[src/dar_pkg.sv]
// package for the debounced auto-repeat key block
// shared widths, register indexes and item types; no dependencies

package dar_pkg;

  localparam int unsigned TimerW = 16;
  localparam int unsigned CfgW   = 16;
  localparam int unsigned IdxW   = 8;

  // released level after reset (pressed level resets to 0, active low)
  localparam logic RelReset = 1'b1;

  localparam logic [CfgW-1:0] FirstDelayRst  = CfgW'(300);
  localparam logic [CfgW-1:0] RepeatDelayRst = CfgW'(100);
  localparam logic [CfgW-1:0] IdleTicksRst   = CfgW'(200);

  typedef enum logic [IdxW-1:0] {
    CfgFirstDelay   = IdxW'(0),
    CfgRepeatDelay  = IdxW'(1),
    CfgIdleTicks    = IdxW'(2),
    CfgPressedLevel = IdxW'(3)
  } cfg_idx_e;

  typedef struct packed {
    logic [CfgW-1:0] first_delay;
    logic [CfgW-1:0] repeat_delay;
    logic [CfgW-1:0] idle_ticks;
    logic            pressed_level;
  } cfg_t;

  typedef struct packed {
    logic pin_level;
    logic take_event;
  } in_item_t;

  typedef struct packed {
    logic press_taken;
    logic press_pending;
    logic idle_flag;
  } out_item_t;

endpackage

[src/dar_cfg_regs.sv]
// configuration register file for the debounced auto-repeat key
// depends on dar_pkg

module dar_cfg_regs (
  input  logic                     clk_i,
  input  logic                     rst_ni,
  input  logic                     cfg_valid_i,
  input  logic [dar_pkg::IdxW-1:0] cfg_index_i,
  input  logic [dar_pkg::CfgW-1:0] cfg_data_i,
  output dar_pkg::cfg_t            cfg_o
);
  import dar_pkg::*;

  cfg_t cfg_q;

  always_ff @(posedge clk_i or negedge rst_ni) begin
    if (!rst_ni) begin
      cfg_q.first_delay   <= FirstDelayRst;
      cfg_q.repeat_delay  <= RepeatDelayRst;
      cfg_q.idle_ticks    <= IdleTicksRst;
      cfg_q.pressed_level <= ~RelReset;
    end else if (cfg_valid_i) begin
      unique case (cfg_index_i)
        CfgFirstDelay:   cfg_q.first_delay   <= cfg_data_i;
        CfgRepeatDelay:  cfg_q.repeat_delay  <= cfg_data_i;
        CfgIdleTicks:    cfg_q.idle_ticks    <= cfg_data_i;
        CfgPressedLevel: cfg_q.pressed_level <= cfg_data_i[0];
        default: ;
      endcase
    end
  end

  assign cfg_o = cfg_q;

endmodule

[src/dar_core.sv]
// debounce, auto-repeat and idle state with its one-tick update
// depends on dar_pkg

module dar_core (
  input  logic                clk_i,
  input  logic                rst_ni,
  input  logic                step_i,
  input  dar_pkg::in_item_t   item_i,
  input  dar_pkg::cfg_t       cfg_i,
  output dar_pkg::out_item_t  res_o
);
  import dar_pkg::*;

  logic [2:0]        hist_q, hist_d;
  logic              acc_q, acc_d;
  logic              pend_q, pend_d;
  logic [TimerW-1:0] hold_q, hold_d;
  logic [TimerW-1:0] reload_q, reload_d;
  logic [TimerW-1:0] idle_q, idle_d;
  logic [TimerW-1:0] idle_dec;
  logic              seen_q, seen_d;
  logic              stable, is_pr, pend_set, pend_mid, taken;

  always_comb begin
    hist_d   = {hist_q[1:0], item_i.pin_level};
    stable   = (hist_d == 3'b000) || (hist_d == 3'b111);
    is_pr    = (item_i.pin_level == cfg_i.pressed_level);
    idle_dec = (idle_q != '0) ? idle_q - TimerW'(1) : '0;
    acc_d    = acc_q;
    hold_d   = hold_q;
    reload_d = reload_q;
    idle_d   = idle_q;
    seen_d   = seen_q;
    pend_set = 1'b0;
    if (stable) begin
      if (acc_q != item_i.pin_level) begin
        acc_d = item_i.pin_level;
        if (is_pr) begin
          // new press
          pend_set = 1'b1;
          hold_d   = reload_q;
          idle_d   = TimerW'(cfg_i.idle_ticks);
          seen_d   = 1'b0;
        end
      end else if (is_pr) begin
        if (hold_q <= TimerW'(1)) begin
          // re-arm so the held key reads as a fresh press
          hold_d   = '0;
          acc_d    = ~cfg_i.pressed_level;
          reload_d = TimerW'(cfg_i.repeat_delay);
        end else begin
          hold_d = hold_q - TimerW'(1);
        end
      end else begin
        idle_d = idle_dec;
        if (idle_dec == '0) seen_d = 1'b1;
      end
      if (!is_pr) reload_d = TimerW'(cfg_i.first_delay);
    end
    pend_mid = pend_set | pend_q;
    taken    = item_i.take_event & pend_mid;
    pend_d   = pend_mid & ~item_i.take_event;
  end

  always_ff @(posedge clk_i or negedge rst_ni) begin
    if (!rst_ni) begin
      hist_q   <= {3{RelReset}};
      acc_q    <= RelReset;
      pend_q   <= 1'b0;
      hold_q   <= TimerW'(FirstDelayRst);
      reload_q <= TimerW'(FirstDelayRst);
      idle_q   <= TimerW'(IdleTicksRst);
      seen_q   <= 1'b0;
    end else if (step_i) begin
      hist_q   <= hist_d;
      acc_q    <= acc_d;
      pend_q   <= pend_d;
      hold_q   <= hold_d;
      reload_q <= reload_d;
      idle_q   <= idle_d;
      seen_q   <= seen_d;
    end
  end

  assign res_o.press_taken   = taken;
  assign res_o.press_pending = pend_d;
  assign res_o.idle_flag     = seen_d;

  // idle flag only stands once the idle counter has run out
  a_seen_cnt: assert property (@(posedge clk_i) disable iff (!rst_ni)
    seen_q |-> (idle_q == '0))
    else $error("idle flag set with idle counter running");

  // pending only rises from a processed tick
  a_pend_step: assert property (@(posedge clk_i) disable iff (!rst_ni)
    $rose(pend_q) |-> $past(step_i))
    else $error("pending rose without a tick");

  // state holds between ticks
  a_hold_idle: assert property (@(posedge clk_i) disable iff (!rst_ni)
    !step_i |=> $stable(hold_q) && $stable(idle_q) && $stable(acc_q))
    else $error("counter state moved without a tick");

endmodule

[src/debounce_autorepeat_key.sv]
// top level of the debounced auto-repeat key with idle detection
// depends on dar_pkg, dar_cfg_regs and dar_core
// path: an accepted item passes the input stage register, then the result register
// throughput: one item per cycle; ready drops only while both stages are stalled
// reset: asynchronous active-low, registers to 300/100/200/active low,
// key state to released, no pending press, idle flag low

module debounce_autorepeat_key (
  input  logic                     clk_i,
  input  logic                     rst_ni,
  input  logic                     in_valid_i,
  output logic                     in_ready_o,
  input  dar_pkg::in_item_t        in_item_i,
  output logic                     out_valid_o,
  input  logic                     out_ready_i,
  output dar_pkg::out_item_t       out_item_o,
  input  logic                     cfg_valid_i,
  output logic                     cfg_ready_o,
  input  logic [dar_pkg::IdxW-1:0] cfg_index_i,
  input  logic [dar_pkg::CfgW-1:0] cfg_data_i
);
  import dar_pkg::*;

  cfg_t      cfg;
  in_item_t  s1_item_q;
  logic      s1_valid_q;
  out_item_t res;
  out_item_t out_item_q;
  logic      out_valid_q;
  logic      out_free, s1_adv, in_acc;

  // config writes are registered and always taken
  assign cfg_ready_o = 1'b1;

  dar_cfg_regs u_cfg (
    .clk_i       (clk_i),
    .rst_ni      (rst_ni),
    .cfg_valid_i (cfg_valid_i),
    .cfg_index_i (cfg_index_i),
    .cfg_data_i  (cfg_data_i),
    .cfg_o       (cfg)
  );

  // result slot empties or is being taken
  assign out_free   = !out_valid_q || out_ready_i;
  // the buffered item runs through the tick update
  assign s1_adv     = s1_valid_q && out_free;
  // input stage takes a new item when empty or moving on
  assign in_ready_o = !s1_valid_q || s1_adv;
  assign in_acc     = in_valid_i && in_ready_o;

  always_ff @(posedge clk_i or negedge rst_ni) begin
    if (!rst_ni) begin
      s1_valid_q <= 1'b0;
    end else if (in_ready_o) begin
      s1_valid_q <= in_valid_i;
    end
  end

  always_ff @(posedge clk_i) begin
    if (in_acc) begin
      s1_item_q <= in_item_i;
    end
  end

  dar_core u_core (
    .clk_i  (clk_i),
    .rst_ni (rst_ni),
    .step_i (s1_adv),
    .item_i (s1_item_q),
    .cfg_i  (cfg),
    .res_o  (res)
  );

  // result register
  always_ff @(posedge clk_i or negedge rst_ni) begin
    if (!rst_ni) begin
      out_valid_q <= 1'b0;
    end else if (out_free) begin
      out_valid_q <= s1_adv;
    end
  end

  always_ff @(posedge clk_i) begin
    if (s1_adv) begin
      out_item_q <= res;
    end
  end

  assign out_valid_o = out_valid_q;
  assign out_item_o  = out_item_q;

  // a buffered item with a free result slot shows up next cycle
  a_progress: assert property (@(posedge clk_i) disable iff (!rst_ni)
    s1_adv |=> out_valid_q)
    else $error("processed item lost before the result register");

  // a blocked input stage keeps its item
  a_s1_keep: assert property (@(posedge clk_i) disable iff (!rst_ni)
    (s1_valid_q && !out_free) |=> s1_valid_q && $stable(s1_item_q))
    else $error("stalled item dropped or changed");

  // empty input stage always takes an item
  a_empty_ready: assert property (@(posedge clk_i) disable iff (!rst_ni)
    !s1_valid_q |-> in_ready_o)
    else $error("input stalled while empty");

endmodule
[config.mk]
export PLATFORM = sky130hd
export DESIGN_NAME = debounce_autorepeat_key
export DESIGN_NICKNAME = d
export VERILOG_FILES = /design/src/dar_pkg.sv /design/src/dar_cfg_regs.sv /design/src/dar_core.sv /design/src/debounce_autorepeat_key.sv
export SDC_FILE = /design/constraint.sdc
export NUM_CORES = 1
export LEC_CHECK = 0
export ABC_AREA = 1
export BUFFER_PORTS_ARGS = -buffer_cell sky130_fd_sc_hd__buf_2
export CAP_MARGIN = 20
export CORE_AREA = 2 2 107 109
export DETAILED_ROUTE_END_ITERATION = 7
export DIE_AREA = 0 0 109 111
export PLACE_DENSITY = 0.8
export SETUP_SLACK_MARGIN = 0.02
export SLEW_MARGIN = 20
export SYNTH_ARGS = -nofsm -noshare
export SYNTH_HDL_FRONTEND = slang
export SYNTH_HIERARCHICAL = 1
export SYNTH_SLANG_ARGS = --single-unit
[constraint.sdc]
create_clock -name clk_i -period 2.1 [get_ports clk_i]
set_input_delay 0.42 -clock clk_i [delete_from_list [all_inputs] [get_ports clk_i]]
set_output_delay 0.42 -clock clk_i [all_outputs]
set_load 0.01 [all_outputs]
==> After elaboration in Yosys (flattened, before gate mapping) <==
Cells that the tools add are included.
{ "word_totals": {"output_inout_bits": 6, "word_cells": 79, "register_bits": 109} }
{ "classes": {"n_bitwise": 5, "muxes": 22, "order_cmp": 1, "n_eq_ne": 10, "reduce_logical": 21, "add_sub_neg": 2} }
{ "op_table": {"columns": ["op", "n"], "rows": [
  ["16-bit two-way mux", 11],
  ["16-bit by 1-bit subtractor with 16-bit output (second input constant)", 2],
  ["8-bit by 2-bit == test with 1-bit output (second input constant)", 2],
  ["16-bit by 1-bit <= comparator with 1-bit output (second input constant)", 1],
  ["16-bit logical NOT", 1],
  ["16-bit nonzero test", 1],
  ["4-bit AND reduction", 3],
  ["1-bit two-way mux", 11],
  ["8-bit by 1-bit == test with 1-bit output (second input constant)", 1],
  ["8-bit logical NOT", 1],
  ["2-bit AND reduction", 4],
  ["2-bit != test (second input constant)", 3],
  ["2-bit nonzero test", 2],
  ["3-bit == test (second input constant)", 1],
  ["3-bit logical NOT", 1],
  ["1-bit logical OR", 3],
  ["3-bit AND reduction", 1],
  ["1-bit AND", 2],
  ["1-bit logical AND", 2],
  ["1-bit logical NOT", 2],
  ["2-bit by 1-bit != test with 1-bit output (second input constant)", 1],
  ["1-bit inverter", 2],
  ["1-bit == test", 1],
  ["1-bit != test", 1],
  ["1-bit bitwise OR", 1]
]} }

==> Depth between registers and ports, before layout <==
Gate-level depths: netlist of the first run.
{ "depth": {"ltp_word": 7, "ltp_mapped": 15, "depth_no_buf": 15} }

==> Hierarchy <==
The synthesis of the first run kept the hierarchy.
{ "modules_own_cells": {"columns": ["module", "area_per_inst_um2", "cells_each", "seq_area_each_um2", "n_inst"], "rows": [
  ["dar_core", 3515.9, 484, 1343.8, 1],
  ["dar_cfg_regs", 2145.8, 235, 1238.7, 1],
  ["debounce_autorepeat_key", 256.5, 19, 200.2, 1]
]} }

==> Worst setup path before layout of the first run <==
No wires, ideal clock.
{ "synth_path": {"path_kind": "register to register", "startpoint": "reg s1_item_q[1] (netlist name)", "endpoint": "reg u_core.idle_q[2]", "synth_period_minus_slack_ns": 2.242, "arrival_time_ns": 2.123, "path_buffers": 2, "path_stages_with_launch": 10, "setup_time_ns": 0.119, "setup_slack_ns": -0.142, "cell_sequence": "edfxtp_1 > or2_2 > nand2_1 > clkinv_1 > buf_2 > ha_1 > nor2_1 > buf_2 > o211ai_1 > o21a_1"} }
{ "synth_between": {"elab_chain_cells": 3, "elab_cells_between_ends": 9} }
{ "synth_rtl": {"columns": ["item", "line", "source"], "rows": [
  ["start, declared", "debounce_autorepeat_key.sv:25", "in_item_t s1_item_q;"],
  ["start signal, assigned", "debounce_autorepeat_key.sv:62", "s1_item_q <= in_item_i;"],
  ["1-bit != test (tied with other cells)", "dar_core.sv:36", "if (acc_q != item_i.pin_level) begin"],
  ["2-bit by 1-bit != test with 1-bit output (no line) (tied with other cells)", null, null],
  ["4-bit AND reduction (no line)", null, null],
  ["end signal, assigned", "dar_core.sv:72", "idle_q <= TimerW'(IdleTicksRst);"],
  ["end signal, assigned", "dar_core.sv:80", "idle_q <= idle_d;"],
  ["end, declared", "dar_core.sv:19", "logic [TimerW-1:0] idle_q, idle_d;"]
]} }
Parallel ways exist; a longest one is shown, timed or not.
A chain may end at the register's enable or synchronous reset.

==> Worst setup path after layout of the first run <==
{ "layout_path": {"startpoint": "reg u_core.hold_q[9]", "endpoint": "reg u_core.reload_q[13]"} }
{ "layout_between": {"elab_chain_cells": 3} }
{ "layout_rtl": {"columns": ["item", "line", "source"], "rows": [
  ["start, declared", "dar_core.sv:17", "logic [TimerW-1:0] hold_q, hold_d;"],
  ["start signal, assigned", "dar_core.sv:70", "hold_q <= TimerW'(FirstDelayRst);"],
  ["start signal, assigned", "dar_core.sv:78", "hold_q <= hold_d;"],
  ["16-bit by 1-bit <= comparator with 1-bit output", "dar_core.sv:46", "if (hold_q <= TimerW'(1)) begin"],
  ["2-bit != test (no line)", null, null],
  ["4-bit AND reduction (no line)", null, null],
  ["end signal, assigned", "dar_core.sv:71", "reload_q <= TimerW'(FirstDelayRst);"],
  ["end signal, assigned", "dar_core.sv:79", "reload_q <= reload_d;"],
  ["end, declared", "dar_core.sv:18", "logic [TimerW-1:0] reload_q, reload_d;"]
]} }
No other way between the ends.

==> results of run 1 <==
-- registers in the layout (all words and copies together), names as in the netlist --
name and cells:
u_core/pend_q 1, u_core/acc_q 1, s1_valid_q 1, u_core/hist_q 2, u_core/hold_q 16, u_core/reload_q 16, out_item_o 3, u_cfg/cfg_o 49
s1_item_q 2, u_core/seen_q 1, u_core/idle_q 16, out_valid_o 1
-- cells by family (layout without fill, tap and decap cells) --
logic type,after synthesis,after routing,synth area share (%)
xor gates and xnor gates,9,9,1.332
AOI/OAI and AO/OA,122,122,12.56
DFF,109,109,47.02
adders and majority gates,5,5,1.057
buffers and inverters,98,137,8.034
and+or+nand+nor,394,394,29.94
other,1,1,0.06336
-- cells in the mapped netlist (2+ instances only) --
library cell	count
a21oi_1	41
a22oi_1	10
a41oi_1	16
buf_2	9
buf_4	9
buf_6	8
clkbuf_1	9
clkinv_1	2
dfrtp_1	80
dfstp_2	24
edfxtp_1	5
ha_1	5
inv_1	57
inv_2	3
nand2_1	217
nand2_2	4
nand2_4	2
nand3_1	75
nand3_4	3
nand4_1	7
nor2_1	61
nor2_2	6
nor2_4	10
nor3_1	4
o211ai_1	8
o21ai_0	29
o21ai_1	3
o22ai_1	8
o31ai_1	2
xnor2_1	2
xor2_1	7
-- path summary, 6_finish.rpt --
path                                       end  slack [ns]  cells past startpoint
max                        u_core/reload_q[13]         0.1                      8
min                               s1_item_q[0]        0.26                      1
max reg2reg                u_core/reload_q[13]         0.1                      8
min reg2reg                     u_cfg/cfg_o[4]        0.47                      2
max in group asynchronous     u_core/hold_q[3]        0.92                      3
min in group asynchronous      u_cfg/cfg_o[12]        0.52                      2
-- layout make-up --
cell class,instances,area (um^2)
clock inverters,7,86.33
well taps,143,178.9
clock buffers,9,225.2
repair buffers,58,407.9
flip-flops and latches,109,2783
fillers,913,4476
multi-input cells,531,2678
inverters,63,242.7
-- stage by stage --
step	hold WS [ns]	cell area [um^2]
2_1_floorplan	0.1244	5926
5_1_grt	0.2399	6601
3_3_place_gp	0.3495	6210
4_1_cts	0.2404	6531
6_report	0.2557	6601
3_5_place_dp	0.3483	6210
-- metal layers --
metal	routed length, um	global-route usage, %
met5	0	0
met1	6167	33.37
met3	729	3.057
met2	6859	39.21
met4	268	7.265
-- worst register-to-register path, delay by kind of cell, from the launching register on --
family	cells	cell delay [ns]
flip-flops	1	0.43
AND/OR/NAND/NOR	3	0.60
buffers and inverters	1	0.18
AO/OA/AOI/OAI	4	0.72
-- repair_timing --
| item | in CTS | in global routing |
|---|---|---|
| setup buffers | 0 | 4 |
| endpoints found under the setup margin | 0 | 35 |
| hold buffers | 1 | 0 |
| gates resized for setup | 0 | 8 |
| hold endpoints to repair | 19 | 0 |
-- report_power, final --
group,switching (mW),internal (mW),total (mW)
combinational,1.77,0.978,2.75
sequential,0.451,2.73,3.18
clock,0.808,0.958,1.77
-- layout by cell type (no fill, tap or decap), types with 7 or more instances in the layout --
cell and count:
clkbuf_16 10, buf_2 34, a41oi_1 16, o21ai_0 29, inv_1 55, nand4_1 7
o22ai_1 8, o211ai_1 8, xor2_1 7, nand2_1 215, nor2_1 60, nor2_4 11
dfstp_2 24, buf_4 19, nand3_1 75, a21oi_1 41, a22oi_1 10, dfrtp_1 80
==> impl_metrics.py, run 1 <==
metrics = {
    "run_status": {
        "status": "finished clean",
    },
    "power_and_ir_drop": {
        "finalPower_mw": 7.699,
        "pwr_density_cell_nw_per_um2": 1166,
        "ir_worst_vdd_mv": 0.5793,
        "p_leak_nw": 3.162,
    },
    "timing": {
        "clock.fmax_mhz": 498.9,
        "finalSetupViolCount": 0,
        "setup_slack_ns": 0.09546,
        "hold_violations": 0,
        "fin_skew_ns": 0.01147,
        "min_period_ns": 2.005,
        "period_share_pct": 95.45,
        "finalSetupTns_ns": 0,
        "slew_viol_final": 0,
    },
    "worst_setup_path": {
        "critPathLaunch": "u_core/hold_q[9]",
        "worst-path-buf-inv": 1,
        "cp.required_ns": 2.35,
        "max_stage_delay_ns": 0.43,
        "cp_cell_sequence": "nor2_1, nand2_1, nor2_1, o21ai_1, a21oi_2, buf_12, a21oi_1, a41oi_1",
        "startpoint_type": "flop",
        "crit_fanout": 16,
        "endpoint_kind": "flop",
        "cp.arrival_ns": 2.26,
        "crit_top_cell": "nor2_1",
        "crit_family": "compound AO/OA/AOI/OAI gates",
        "path_class": "reg -> reg",
        "worstReg2RegStart": "u_core/hold_q[9]",
        "cpMaxStageDelayCell": "dfrtp_1",
    },
    "yosys": {
        "synth_cell_types": 43,
        "syn_area_um2": 5918,
        "yosysTopAreaCell": "dfrtp_1",
        "synth_cells": 738,
        "synth_nets": 774,
        "synth_area_per_cell_um2": 8.019,
        "synth_edf_count": 5,
        "yosysTopAreaCellShare_pct": 33.83,
        "ys_warn_count": 6,
        "seq_area_frac_synth_pct": 47.02,
        "ys_async_sr_fraction_pct": 95.41,
        "ys.flop_type": "dfrtp_1",
        "synth_seq_cells": 109,
        "synth_area_leaders": "dfrtp_1 (34%), nand2_1 (14%), dfstp_2 (11%)",
    },
    "clocking": {
        "cts_tree": "done",
        "htreeDepth": 3,
        "clockBufferDepth": 2,
        "cts_buffers": 9,
        "clk_latency_ns": 0.35,
        "root_buffer": "clkbuf_16",
        "cts.sinks": 109,
        "cts.reportedPaths.clkPinSlew_ns": 0.08,
    },
    "grt": {
        "grt_pass1_wl_um": 23410,
        "antenna_found_initial": 0,
        "grt_usage_pct": 24.03,
        "grt_overflow_total": 0,
        "grt_start_max_net_pins": 46,
        "first_global_vias": 4962,
    },
    "floorplan": {
        "rows": 39,
        "dieArea_um2": 12100,
        "die_x_um": 109,
        "core_area_um2": 11080,
        "initial_utilization_pct": 53.43,
        "io_pins": 37,
        "die_h_um": 111,
    },
    "placement": {
        "pre_cts_ws_ns": 0.01963,
        "dpl.hpwl_um": 9952,
        "gp_congestion": 0.8792,
        "dpl.cell_count": 898,
        "io_buffers": 35,
    },
    "route": {
        "via_count": 5158,
        "drt-pass1-iter-count": 6,
        "ant_nets": 0,
        "via_per_inst": 5.607,
        "dr.first_iter.drc_count": 390,
        "routed_wirelength_um": 14030,
        "drcViolationCount": 0,
        "avgRoutedWirePerCell_um": 15.24,
    },
    "hold_path": {
        "hold_class": "in -> reg",
        "hp-start": "in_item_i[0]",
    },
    "flow_run": {
        "maxCapViolCount": 0,
    },
    "cells_and_area": {
        "fin_cells": 920,
        "area_growth_pct": 11.54,
        "nets": 808,
        "drive_gt1_share_pct": 17.76,
        "antennaDiodeCount": 0,
        "final_util_pct": 59.60,
    },
}
Power figures use the tool's default switching activity.
==> run 2: changes to the inputs <==
CORE_AREA = 2 2 103 105   (was 2 2 107 109)
DIE_AREA = 0 0 105 107   (was 0 0 109 111)
PLACE_DENSITY = not set   (was 0.8)
PLACE_DENSITY_LB_ADDON = 0.1   (was not set)
SYNTH_HIERARCHICAL = not set   (was 1)
==> impl_metrics.py, run 2 <==
metrics = {
    "worst_setup_path": {
        "r2r-end": "u_core.idle_q[1]",
        "endpoint_kind": "flop",
        "cp.required_ns": 2.38,
        "startpoint_type": "flop",
        "reg2reg_setup_slack_ns": 0.16,
        "cp.arrival_ns": 2.22,
        "path_class": "reg -> reg",
        "worstReg2RegStart": "s1_item_q[1]",
        "reg2reg_depth": 7,
        "crit_fanout": 15,
    },
    "timing": {
        "period_share_pct": 92.27,
        "fin_skew_ns": 0.01821,
        "min_period_ns": 1.938,
        "finalSetupViolCount": 0,
        "whs_ns": 0.1954,
        "finalSetupTns_ns": 0,
        "slew_viol_final": 0,
        "rsz0062_at_grt": "yes",
        "setup_slack_ns": 0.1623,
        "hold_violations": 0,
        "clock.fmax_mhz": 516.1,
    },
    "power_and_ir_drop": {
        "p_leak_nw": 2.846,
        "ir_worst_vdd_mv": 0.7092,
        "pwr_density_cell_nw_per_um2": 1117,
    },
    "yosys": {
        "synth_area_leaders": "dfrtp_1 (37%), nand2_1 (12%), dfstp_2 (12%)",
        "yosysTopAreaCellShare_pct": 36.69,
        "synth_cells": 679,
        "ys_warn_count": 0,
        "synth_cell_types": 38,
        "seq_area_frac_synth_pct": 51.00,
        "synth_nets": 715,
        "syn_area_um2": 5456,
        "synth_common_cells": "nand2_1 (176), o21ai_0 (83), dfrtp_1 (80)",
        "synth_edf_count": 5,
        "ys_async_sr_fraction_pct": 95.41,
        "yosysTopAreaCell": "dfrtp_1",
        "synth_area_per_cell_um2": 8.036,
        "synth_seq_cells": 109,
        "synth_most_common_cell": "nand2_1",
        "ys.flop_type": "dfrtp_1",
    },
    "grt": {
        "grt_start_max_net_pins": 35,
        "first_global_vias": 4373,
        "antenna_found_initial": 0,
        "grt_usage_pct": 23.57,
        "grt_overflow_total": 0,
        "grt_pass1_wl_um": 20960,
    },
    "cells_and_area": {
        "largest_reg_flops": 49,
        "drive_gt1_share_pct": 18.16,
        "nFillCells": 933,
        "layout_common_cells": "nand2_1 (175), o21ai_0 (82), dfrtp_1 (80)",
        "final_common_cell": "nand2_1",
        "nets": 758,
        "antennaDiodeCount": 0,
        "area_growth_pct": 13.35,
        "final_util_pct": 61.28,
    },
    "floorplan": {
        "die_x_um": 105,
        "dieArea_um2": 11240,
        "rows": 37,
        "initial_utilization_pct": 54.07,
        "io_pins": 37,
        "die_h_um": 107,
        "core_area_um2": 10090,
    },
    "clocking": {
        "clockBufferDepth": 2,
        "root_buffer": "clkbuf_8",
        "htreeDepth": 3,
        "cts_tree": "done",
        "clk_latency_ns": 0.40,
        "cts.reportedPaths.clkPinSlew_ns": 0.11,
        "cts_buffers": 9,
        "cts.sinks": 109,
    },
    "hold_path": {
        "hold_depth": 1,
        "hp-start": "in_item_i[0]",
        "min_to": "s1_item_q[0]",
        "hold_class": "in -> reg",
    },
    "route": {
        "via_per_inst": 5.280,
        "routed_wirelength_um": 12740,
        "drcViolationCount": 0,
        "dr.first_iter.drc_count": 318,
        "via_count": 4557,
        "ant_nets": 0,
        "drt-pass1-iter-count": 5,
        "avgRoutedWirePerCell_um": 14.76,
    },
    "placement": {
        "gp_congestion": 0.9229,
        "io_buffers": 35,
        "pre_cts_ws_ns": 0.03198,
        "dpl.hpwl_um": 8806,
    },
    "run_status": {
        "status": "finished clean",
    },
    "flow_run": {
        "maxCapViolCount": 0,
    },
}
==> run 2: cell count changes after synthesis, moves of 15 or more <==
cell / delta
a21oi_1: -15
nand3_1: -47
o21ai_0: +54
a41oi_1: -16
nand2_1: -41
a31oi_1: +16
==> run 2: worst max-delay path by stage <==
stage / from / to / slack [ns] / cells after the start
detailed placement: u_core.idle_q[1] / u_core.seen_q / 0.03 / 14
floorplan: s1_item_q[1] / u_core.idle_q[3] / 0.04 / 9
global route: u_core.hold_q[0] / u_core.hold_q[2] / 0.005 / 11
global placement: u_core.idle_q[1] / u_core.seen_q / 0.06 / 14
finish: s1_item_q[1] / u_core.idle_q[1] / 0.16 / 7
CTS: u_core.idle_q[1] / u_core.seen_q / 0.04 / 14
==> run 2: cells by family (layout without fill, tap and decap cells) <==
| group | Yosys count | after routing | synth area share [%] |
|---|---|---|---|
| AND/OR/NAND/NOR | 299 | 300 | 22.91 |
| AO/OA/AOI/OAI | 157 | 157 | 16.03 |
| flip-flops | 109 | 109 | 51.00 |
| buffers and inverters | 100 | 147 | 7.567 |
| XOR/XNOR | 8 | 8 | 1.284 |
| adder cells (fa/ha/maj) | 5 | 5 | 1.147 |
| other | 1 | 1 | 0.06873 |
==> run 2: through the flow <==
step                power [mW]  std cells  cell area (um^2)
finish                   6.906        863              6185
global route             7.464        863              6185
CTS                      6.781        855              6052
detailed placement       5.516        838              5843
global placement         5.446        838              5843
floorplan                4.822        679              5466
==> run 2: worst max-delay path, stage by stage (launching register included) <==
cell and delay, ns:
edfxtp_1 0.47, or2_4 0.30, and2_4 0.20, ha_1 0.34, nor2_4 0.13, buf_4 0.14, clkbuf_16 0.16, o22ai_1 0.09
==> run 2: report_power, final <==
| group | internal [mW] | leakage (nW) | total [mW] | switching (mW) |
|---|---|---|---|---|
| Sequential | 2.74 | 1.33 | 3.21 | 0.465 |
| Combinational | 0.941 | 1.42 | 2.45 | 1.51 |
| Clock | 0.466 | 0.0980 | 1.25 | 0.784 |
==> run 2: cell type report <==
class,count,area [um^2],share of cell area [%]
Tap cell,136,170.2,2.751
Clock inverter,6,62.56,1.012
Sequential cell,109,2783,44.99
Timing Repair Buffer,58,436.7,7.060
Inverter,73,274.0,4.431
Clock buffer,10,127.6,2.064
Multi-Input combinational cell,471,2331,37.69
==> run 2: per-layer routing <==
| metal | GRT usage [%] | up-vias | routed length (um) |
|---|---|---|---|
| met3 | 5.410 | 12 | 512 |
| met4 | 6.952 | 0 | 183 |
| met5 | 0 | - | 0 |
| met1 | 31.47 | 2167 | 5928 |
| li1 | - | 2297 | - |
| met2 | 38.64 | 81 | 6115 |
==> run 2: timing repair <==
action	in CTS	in global routing
setup endpoints to repair	1	29
cloned	0	2
hold endpoints to repair	18	0
pin swaps	1	5
gates resized for setup	1	18
buffers inserted	0	6
hold buffers	1	0
